**config.mk**
```make
export PLATFORM = sky130hd
export DESIGN_NAME = bounded_stack_with_sort
export DESIGN_NICKNAME = d
export VERILOG_FILES = /design/src/hw/rtl/bsws_pkg.sv /design/src/hw/rtl/bsws_dp.sv /design/src/hw/rtl/bsws_ctrl.sv /design/src/hw/rtl/bounded_stack_with_sort.sv
export SDC_FILE = /design/constraint.sdc
export NUM_CORES = 1
export LEC_CHECK = 0
export BUFFER_PORTS_ARGS = -buffer_cell sky130_fd_sc_hd__buf_2
export CAP_MARGIN = 5
export CORE_ASPECT_RATIO = 1.5
export CORE_UTILIZATION = 49
export CTS_CLUSTER_DIAMETER = 100
export DETAILED_ROUTE_END_ITERATION = 8
export PLACE_DENSITY = 0.62
export SLEW_MARGIN = 20
export SYNTH_ARGS = -nofsm -noshare
export SYNTH_HDL_FRONTEND = slang
export SYNTH_SLANG_ARGS = --single-unit
```
**constraint.sdc**
```tcl
create_clock -name clk_i -period 14.23 [get_ports clk_i]
set_input_delay 2.846 -clock clk_i [delete_from_list [all_inputs] [get_ports clk_i]]
set_output_delay 2.846 -clock clk_i [all_outputs]
set_load 0.02 [all_outputs]
```
**src/hw/rtl/bsws_pkg.sv**
```systemverilog
`timescale 1ns / 1ps
// ----------------------------------------------------------------------------
// bsws_pkg: shared types and constants for the bounded stack with sort
// Stack geometry, operation codes, datapath command codes and the status
// bundle that the datapath returns to the controller.
// ----------------------------------------------------------------------------
package bsws_pkg;

  localparam int unsigned DEPTH  = 16;
  localparam int unsigned ADDR_W = $clog2(DEPTH);
  localparam int unsigned CNT_W  = $clog2(DEPTH + 1);
  localparam int unsigned DATA_W = 32;
  localparam int unsigned FUNC_W = 2;

  localparam logic [FUNC_W-1:0] FN_PUSH = FUNC_W'(0);
  localparam logic [FUNC_W-1:0] FN_POP  = FUNC_W'(1);
  localparam logic [FUNC_W-1:0] FN_SORT = FUNC_W'(2);

  typedef enum logic [2:0] {
    CMD_IDLE,
    CMD_NOP,
    CMD_PUSH,
    CMD_POP,
    CMD_SORT_INIT,
    CMD_LOAD_KEY,
    CMD_SHIFT,
    CMD_PLACE
  } cmd_e;

  typedef struct packed {
    logic count_lt2;
    logic key_gt;
    logic pos_is_one;
    logic i_last;
  } dp_status_t;

endpackage

```
**src/hw/rtl/bsws_dp.sv**
```systemverilog
`timescale 1ns / 1ps
// ----------------------------------------------------------------------------
// bsws_dp: stack datapath
// Entry memory with one write and one registered read port, fill count,
// last popped value and the key, index and position registers of the sort.
// ----------------------------------------------------------------------------
module bsws_dp (
  input  logic                                clk_i,
  input  logic                                rst_ni,
  input  bsws_pkg::cmd_e                      cmd_i,
  input  logic signed [bsws_pkg::DATA_W-1:0]  push_value_i,
  output bsws_pkg::dp_status_t                dp_status_o,
  output logic                                status_o,
  output logic signed [bsws_pkg::DATA_W-1:0]  popped_value_o,
  output logic [bsws_pkg::CNT_W-1:0]          fill_count_o
);

  logic [bsws_pkg::DATA_W-1:0] mem [bsws_pkg::DEPTH];
  logic [bsws_pkg::DATA_W-1:0] rd_data_q;

  logic                         we;
  logic [bsws_pkg::ADDR_W-1:0]  waddr;
  logic [bsws_pkg::DATA_W-1:0]  wdata;
  logic                         rd_en;
  logic [bsws_pkg::ADDR_W-1:0]  rd_addr;

  logic [bsws_pkg::CNT_W-1:0]   count_q, count_d, count_m1;
  logic                         status_q, status_d;
  logic                         pend_q, pend_d;
  logic [bsws_pkg::DATA_W-1:0]  last_popped_q;
  logic [bsws_pkg::DATA_W-1:0]  key_q, key_d;
  logic [bsws_pkg::ADDR_W-1:0]  i_q, i_d, pos_q, pos_d;
  logic                         full, empty;

  assign full     = (count_q == bsws_pkg::CNT_W'(bsws_pkg::DEPTH));
  assign empty    = (count_q == '0);
  assign count_m1 = count_q - bsws_pkg::CNT_W'(1);

  always_comb begin
    we       = 1'b0;
    waddr    = pos_q;
    wdata    = key_q;
    rd_en    = 1'b0;
    rd_addr  = i_q;
    count_d  = count_q;
    status_d = status_q;
    pend_d   = 1'b0;
    key_d    = key_q;
    i_d      = i_q;
    pos_d    = pos_q;
    unique case (cmd_i)
      bsws_pkg::CMD_PUSH: begin
        status_d = full;
        if (!full) begin
          we      = 1'b1;
          waddr   = count_q[bsws_pkg::ADDR_W-1:0];
          wdata   = push_value_i;
          count_d = count_q + bsws_pkg::CNT_W'(1);
        end
      end
      bsws_pkg::CMD_POP: begin
        status_d = empty;
        if (!empty) begin
          rd_en   = 1'b1;
          rd_addr = count_m1[bsws_pkg::ADDR_W-1:0];
          count_d = count_m1;
          pend_d  = 1'b1;
        end
      end
      bsws_pkg::CMD_NOP: begin
        status_d = 1'b0;
      end
      bsws_pkg::CMD_SORT_INIT: begin
        status_d = 1'b0;
        i_d      = bsws_pkg::ADDR_W'(1);
        rd_en    = 1'b1;
        rd_addr  = bsws_pkg::ADDR_W'(1);
      end
      bsws_pkg::CMD_LOAD_KEY: begin
        key_d   = rd_data_q;
        pos_d   = i_q;
        rd_en   = 1'b1;
        rd_addr = i_q - bsws_pkg::ADDR_W'(1);
      end
      bsws_pkg::CMD_SHIFT: begin
        // move the smaller neighbour up one place and look one further down
        we      = 1'b1;
        waddr   = pos_q;
        wdata   = rd_data_q;
        pos_d   = pos_q - bsws_pkg::ADDR_W'(1);
        rd_en   = 1'b1;
        rd_addr = pos_q - bsws_pkg::ADDR_W'(2);
      end
      bsws_pkg::CMD_PLACE: begin
        we      = 1'b1;
        waddr   = pos_q;
        wdata   = key_q;
        i_d     = i_q + bsws_pkg::ADDR_W'(1);
        rd_en   = 1'b1;
        rd_addr = i_q + bsws_pkg::ADDR_W'(1);
      end
      default: begin
      end
    endcase
  end

  always_ff @(posedge clk_i) begin
    if (we) begin
      mem[waddr] <= wdata;
    end
    if (rd_en) begin
      rd_data_q <= mem[rd_addr];
    end
    key_q <= key_d;
    i_q   <= i_d;
    pos_q <= pos_d;
  end

  // a pop leaves its word in the read register while pend_q is set, then commits it
  always_ff @(posedge clk_i or negedge rst_ni) begin
    if (!rst_ni) begin
      count_q       <= '0;
      status_q      <= 1'b0;
      pend_q        <= 1'b0;
      last_popped_q <= '0;
    end else begin
      count_q  <= count_d;
      status_q <= status_d;
      pend_q   <= pend_d;
      if (pend_q) begin
        last_popped_q <= rd_data_q;
      end
    end
  end

  assign popped_value_o = pend_q ? rd_data_q : last_popped_q;
  assign status_o       = status_q;
  assign fill_count_o   = count_q;

  assign dp_status_o.count_lt2  = (count_q < bsws_pkg::CNT_W'(2));
  assign dp_status_o.key_gt     = ($signed(key_q) > $signed(rd_data_q));
  assign dp_status_o.pos_is_one = (pos_q == bsws_pkg::ADDR_W'(1));
  assign dp_status_o.i_last     = (i_q == count_m1[bsws_pkg::ADDR_W-1:0]);

`ifndef SYNTHESIS
  a_count_bound: assert property (@(posedge clk_i) disable iff (!rst_ni)
    count_q <= bsws_pkg::CNT_W'(bsws_pkg::DEPTH))
    else $error("fill count beyond depth");
`endif

endmodule

```
**src/hw/rtl/bsws_ctrl.sv**
```systemverilog
`timescale 1ns / 1ps
// ----------------------------------------------------------------------------
// bsws_ctrl: stack controller
// Decodes accepted words into datapath commands and sequences the
// insertion sort over the entry memory.
// ----------------------------------------------------------------------------
module bsws_ctrl (
  input  logic                          clk_i,
  input  logic                          rst_ni,
  input  logic                          start_i,
  input  logic [bsws_pkg::FUNC_W-1:0]   func_i,
  input  bsws_pkg::dp_status_t          dp_status_i,
  output bsws_pkg::cmd_e                cmd_o,
  output logic                          busy_o,
  output logic                          done_o
);

  localparam logic [1:0] ST_IDLE = 2'd0;
  localparam logic [1:0] ST_KEY  = 2'd1;
  localparam logic [1:0] ST_CMP  = 2'd2;
  localparam logic [1:0] ST_PUT  = 2'd3;

  logic [1:0] state_q, state_d;
  logic       done_q, done_d;

  assign busy_o = (state_q != ST_IDLE);
  assign done_o = done_q;

  always_comb begin
    state_d = state_q;
    cmd_o   = bsws_pkg::CMD_IDLE;
    done_d  = 1'b0;
    unique case (state_q)
      ST_IDLE: begin
        if (start_i) begin
          unique case (func_i)
            bsws_pkg::FN_PUSH: begin
              cmd_o  = bsws_pkg::CMD_PUSH;
              done_d = 1'b1;
            end
            bsws_pkg::FN_POP: begin
              cmd_o  = bsws_pkg::CMD_POP;
              done_d = 1'b1;
            end
            bsws_pkg::FN_SORT: begin
              if (dp_status_i.count_lt2) begin
                cmd_o  = bsws_pkg::CMD_NOP;
                done_d = 1'b1;
              end else begin
                cmd_o   = bsws_pkg::CMD_SORT_INIT;
                state_d = ST_KEY;
              end
            end
            default: begin
              cmd_o  = bsws_pkg::CMD_NOP;
              done_d = 1'b1;
            end
          endcase
        end
      end
      ST_KEY: begin
        cmd_o   = bsws_pkg::CMD_LOAD_KEY;
        state_d = ST_CMP;
      end
      ST_CMP: begin
        if (dp_status_i.key_gt) begin
          cmd_o = bsws_pkg::CMD_SHIFT;
          if (dp_status_i.pos_is_one) begin
            state_d = ST_PUT;
          end
        end else begin
          cmd_o = bsws_pkg::CMD_PLACE;
          if (dp_status_i.i_last) begin
            state_d = ST_IDLE;
            done_d  = 1'b1;
          end else begin
            state_d = ST_KEY;
          end
        end
      end
      ST_PUT: begin
        // key has passed every entry below it: it goes to the bottom
        cmd_o = bsws_pkg::CMD_PLACE;
        if (dp_status_i.i_last) begin
          state_d = ST_IDLE;
          done_d  = 1'b1;
        end else begin
          state_d = ST_KEY;
        end
      end
      default: begin
        state_d = ST_IDLE;
      end
    endcase
  end

  always_ff @(posedge clk_i or negedge rst_ni) begin
    if (!rst_ni) begin
      state_q <= ST_IDLE;
      done_q  <= 1'b0;
    end else begin
      state_q <= state_d;
      done_q  <= done_d;
    end
  end

`ifndef SYNTHESIS
  a_done_idle: assert property (@(posedge clk_i) disable iff (!rst_ni)
    done_q |-> (state_q == ST_IDLE))
    else $error("result strobe while sort still running");
  a_push_one_cycle: assert property (@(posedge clk_i) disable iff (!rst_ni)
    (start_i && !busy_o && (func_i == bsws_pkg::FN_PUSH)) |=> done_q)
    else $error("push word without result in next cycle");
  a_key_then_cmp: assert property (@(posedge clk_i) disable iff (!rst_ni)
    (state_q == ST_KEY) |=> (state_q == ST_CMP))
    else $error("key load not followed by compare");
`endif

endmodule

```
**src/hw/rtl/bounded_stack_with_sort.sv**
```systemverilog
`timescale 1ns / 1ps
// ----------------------------------------------------------------------------
// bounded_stack_with_sort: bounded stack of signed words with in-place sort
// Push, pop and a descending insertion sort over a 16-entry stack.
// ----------------------------------------------------------------------------
// Usage:
//   A command word (func_i, push_value_i) is taken at a rising edge with
//   start high and busy low. Exactly one result word per command comes back
//   on status_o, popped_value_o and fill_count_o, valid while done_o is high
//   for a single cycle; the receiver cannot hold it off.
//   Push, pop, the unused code and a sort of fewer than two entries give
//   their result in the cycle after acceptance and busy stays low, so one
//   command per cycle is sustained.
//   A sort of two or more entries raises busy and runs the insertion sort
//   through the single-write, registered-read entry memory: per key a load
//   step, then a compare step that shifts a neighbour up or places the key,
//   repeated until placed, with a separate placement step when the key sinks
//   to the bottom; done_o rises in the cycle after the last placement and
//   busy drops with it.
//   Reset empties the stack and clears the last popped value to zero; the
//   entry memory itself is not cleared and needs no sweep.
// ----------------------------------------------------------------------------
module bounded_stack_with_sort (
  input  logic                                clk_i,
  input  logic                                rst_ni,
  input  logic                                start,
  output logic                                busy,
  input  logic [bsws_pkg::FUNC_W-1:0]         func_i,
  input  logic signed [bsws_pkg::DATA_W-1:0]  push_value_i,
  output logic                                done_o,
  output logic                                status_o,
  output logic signed [bsws_pkg::DATA_W-1:0]  popped_value_o,
  output logic [bsws_pkg::CNT_W-1:0]          fill_count_o
);

  bsws_pkg::cmd_e       cmd;
  bsws_pkg::dp_status_t dp_status;

  bsws_ctrl u_ctrl (
    .clk_i       (clk_i),
    .rst_ni      (rst_ni),
    .start_i     (start),
    .func_i      (func_i),
    .dp_status_i (dp_status),
    .cmd_o       (cmd),
    .busy_o      (busy),
    .done_o      (done_o)
  );

  bsws_dp u_dp (
    .clk_i          (clk_i),
    .rst_ni         (rst_ni),
    .cmd_i          (cmd),
    .push_value_i   (push_value_i),
    .dp_status_o    (dp_status),
    .status_o       (status_o),
    .popped_value_o (popped_value_o),
    .fill_count_o   (fill_count_o)
  );

endmodule
```
==> impl_results.md <==
* Status: complete, no violations
* Slowest-stage cell, CP: buf_4
* H-tree levels at 2
* Rows at about 100
* Num ports at 77
* Drt first pass iters at 5
* Multi-input logic area at 0.00666 mm^2
* # hold bufs at CTS at 0
* DIE HEIGHT at between 200 and 300 um
* Crit-path cells: buf_2 > nand2b_1 > o21ai_0 > a21o_1 > nand2_1 > inv_1 > buf_4 > o221ai_1 > a311oi_4 > buf_12 > buf_4 > mux2i_1 > a22oi_1 > a32oi_1 > o221ai_1
* Clk pin slew, worst setup/hold paths at approximately 60 ps
* Post-DRT Antenna Nets at 0
* Post-CTS setup buffer count at 0
* Avg Inst Size Synth at 13.9 um^2
* # DRC at 0
* Worst Slack Setup Final at 7150 ps
* CP Launch Type: input port
* Core area at roughly 0.052 mm^2
* Most common cell in the netlist: edfxtp_1
* Crit Path Class: in2reg
* Synth top area cells: edfxtp_1 (68%), nand2_1 (4.6%), dfrtp_1 (4.1%)
* Cts bufs inserted at 55
* Initial antenna violation count at 0
* Clock buffer depth at 3
* Clock skew at between 10 and 15 ps
* Peak VDD IR at 0.323 mV
* Critical Path End Type: flip-flop
* Crit-path max FO at 169
* Input/output buffers at 76
* Hold Path Class: reg2reg
* TritonCTS clock tree: built
* First-pass GRT wire length at 96.3 mm
* Post-Syn Instances at 1,862
* CP Data Required Time at 14,540 ps
* Buf/Inv on CP at 5
* Sequential cell area fraction in the yosys report at 71.8%
* Fin. max-slew vios at 0
* Placed Instances at approximately 2,600
* Overflow after GRT at 0
* Final setup violation count at 0
* Post-DR vias/cell at 6.04
* RSZ-0062 raised after global routing: false
* GPL Wtd Cong at 0.887
* CP arrival at 7390 ps
* Max Freq at 0.141 GHz
* Slew headroom at 8.66%
* Fillers at 4,114
* Post-synth top cells: edfxtp_1 (584), nand2_1 (315), a21oi_1 (206), inv_1 (80), a22oi_1 (65)
* Post-synth top area cell: edfxtp_1
* Clock latency on the worst-skew pair at a little over 600 ps
* Initial detailed-routing violation count at 1,709
* Post-synth EDFFs at 584
* Synth Register Bits at 626
* Post-synth ARST share at 6.71%
* Fin crit share at 49.8%
* Synth Flop Type: edfxtp_1
* Number of global-route vias before repair at roughly 16,000
* Critical path's top delay family: buffers and inverters
* # nets final at 2,013
* Initial Util at roughly 50%
* Non-filler cells, final at 2,659
* Fin Setup TNS at 0 ps
* P&R area growth vs syn at 13.0%
* Max-cap check violation count at 0
* Routed length per instance at 24.5 um
* Total GRT Usage at between 20% and 30%
* Place WS at 6570 ps
* CTS Root Cell: clkbuf_16
* Vias at roughly 16,000
* # resized after CTS at 0
* Sequential Area at about 0.019 mm^2
* Cell Area, Synth at about 0.026 mm^2
* DRT Wirelength at 65.2 mm
* Final min period at 7080 ps
* Largest net degree at the start of global routing at between 200 and 250
* Number of antenna diodes at 0
* Sink Count at about 630
* Die area at roughly 0.054 mm^2
* Yosys cell types at 65
* Synth Net Count at 1,939
* Leak at between 0.01 and 0.015 uW
* Yosys warnings at 0
* Chip width at approximately 190 um
* DP Wirelength at approximately 34 mm
* Hold Vio Cnt, Final at 0
* Share of post-route cells with drive strength above 1 at 15.3%
* Worst-Margin Slew at 1370 ps
* Slack of the worst reg-to-reg path at 8500 ps
* Pwr dens at 257 mW/mm^2
* Yosys top cell area share at 67.8%
* Max incr delay on CP at around 870 ps
[path summary, 6_finish.rpt]
kind	startpoint	end	cells past startpoint
worst max-delay path	func_i[0]	u_dp.rd_data_q[27]$_DFFE_PP_	15
worst min-delay path	u_dp.last_popped_q[26]$_DFF_PN0_	u_dp.last_popped_q[26]$_DFF_PN0_	1
worst max register to register	u_dp.fill_count_o[0]$_DFFE_PN0P_	u_dp.rd_data_q[27]$_DFFE_PP_	16
worst min register to register	u_dp.last_popped_q[26]$_DFF_PN0_	u_dp.last_popped_q[26]$_DFF_PN0_	1
max in group asynchronous	rst_ni	u_dp.last_popped_q[6]$_DFF_PN0_	1
min in group asynchronous	rst_ni	u_dp.last_popped_q[22]$_DFF_PN0_	1
[metrics by stage]
stage,total power [uW],util [%],hold WS (ps),instance area [um^2]
3_3_place_gp,5780,52.4,480,27200
2_1_floorplan,4870,-,468,25900
6_report,7510,56.3,495,29300
4_1_cts,7500,56.3,499,29200
3_5_place_dp,5860,52.4,484,27200
5_1_grt,7880,56.3,514,29300
[flip-flops by register name (all words and copies together), names as in the netlist, 2 cells and up]
signal	cells
u_dp.mem	512
u_dp.fill_count_o	5
u_dp.rd_data_q	32
u_dp.last_popped_q	32
u_dp.key_q	32
u_dp.pos_q	4
u_ctrl.state_q	2
u_dp.i_q	4
[cell type report]
type,count,share of cell area (%)
Sequential cell,626,63.5
Multi-Input combinational cell,1040,22.8
Clock buffer,57,4.73
Timing Repair Buffer,133,2.90
Tap cell,676,2.89
Clock inverter,47,2.14
Inverter,80,1.03
[metal layers]
metal | vias up | GRT usage, % | wire [um]
met2 | 686 | 40.1 | 32000
met1 | 8044 | 32.2 | 26300
met3 | 134 | 3.04 | 4450
li1 | 7192 | - | -
met4 | 0 | 9.54 | 2400
met5 | - | 0 | 0
[cell families after synthesis]
logic type | synth area share (%)
AND/OR/NAND/NOR | 6.95
buffers and inverters | 3.21
multiplexers | 2.67
flip-flops | 71.8
AO/OA/AOI/OAI | 12.9
XOR/XNOR | 0.508
adder cells (fa/ha/maj) | 1.93
[report_power, final]
group	internal, uW	switching (uW)
Clock	955	686
Combinational	1010	2060
Sequential	2610	190
[cell usage in the layout (no fill, tap or decap), types with 4 or more instances in the layout]
| cell type | count |
|---|---|
| ha_1 | 40 |
| nor2_4 | 17 |
| o21ai_0 | 39 |
| mux2i_1 | 33 |
| xnor2_1 | 11 |
| clkinvlp_4 | 5 |
| nor3_1 | 9 |
| a22o_1 | 64 |
| a32oi_1 | 34 |
| o221ai_1 | 33 |
| clkinv_4 | 5 |
| nand2b_1 | 4 |
| edfxtp_1 | 584 |
| xor2_1 | 4 |
| inv_1 | 80 |
| bufinv_16 | 13 |
| a22oi_1 | 65 |
| nand2_1 | 315 |
| clkinv_1 | 8 |
| buf_2 | 75 |
| nor2_1 | 14 |
| buf_4 | 55 |
| a21o_1 | 5 |
| clkbuf_16 | 55 |
| clkinv_2 | 11 |
| mux2_2 | 32 |
| a21oi_1 | 206 |
| a31oi_1 | 8 |
| nand4_1 | 7 |
| dfrtp_1 | 42 |
| o21ai_2 | 5 |
| nand3_1 | 42 |
No activity file was read; power rests on OpenSTA's default activity.
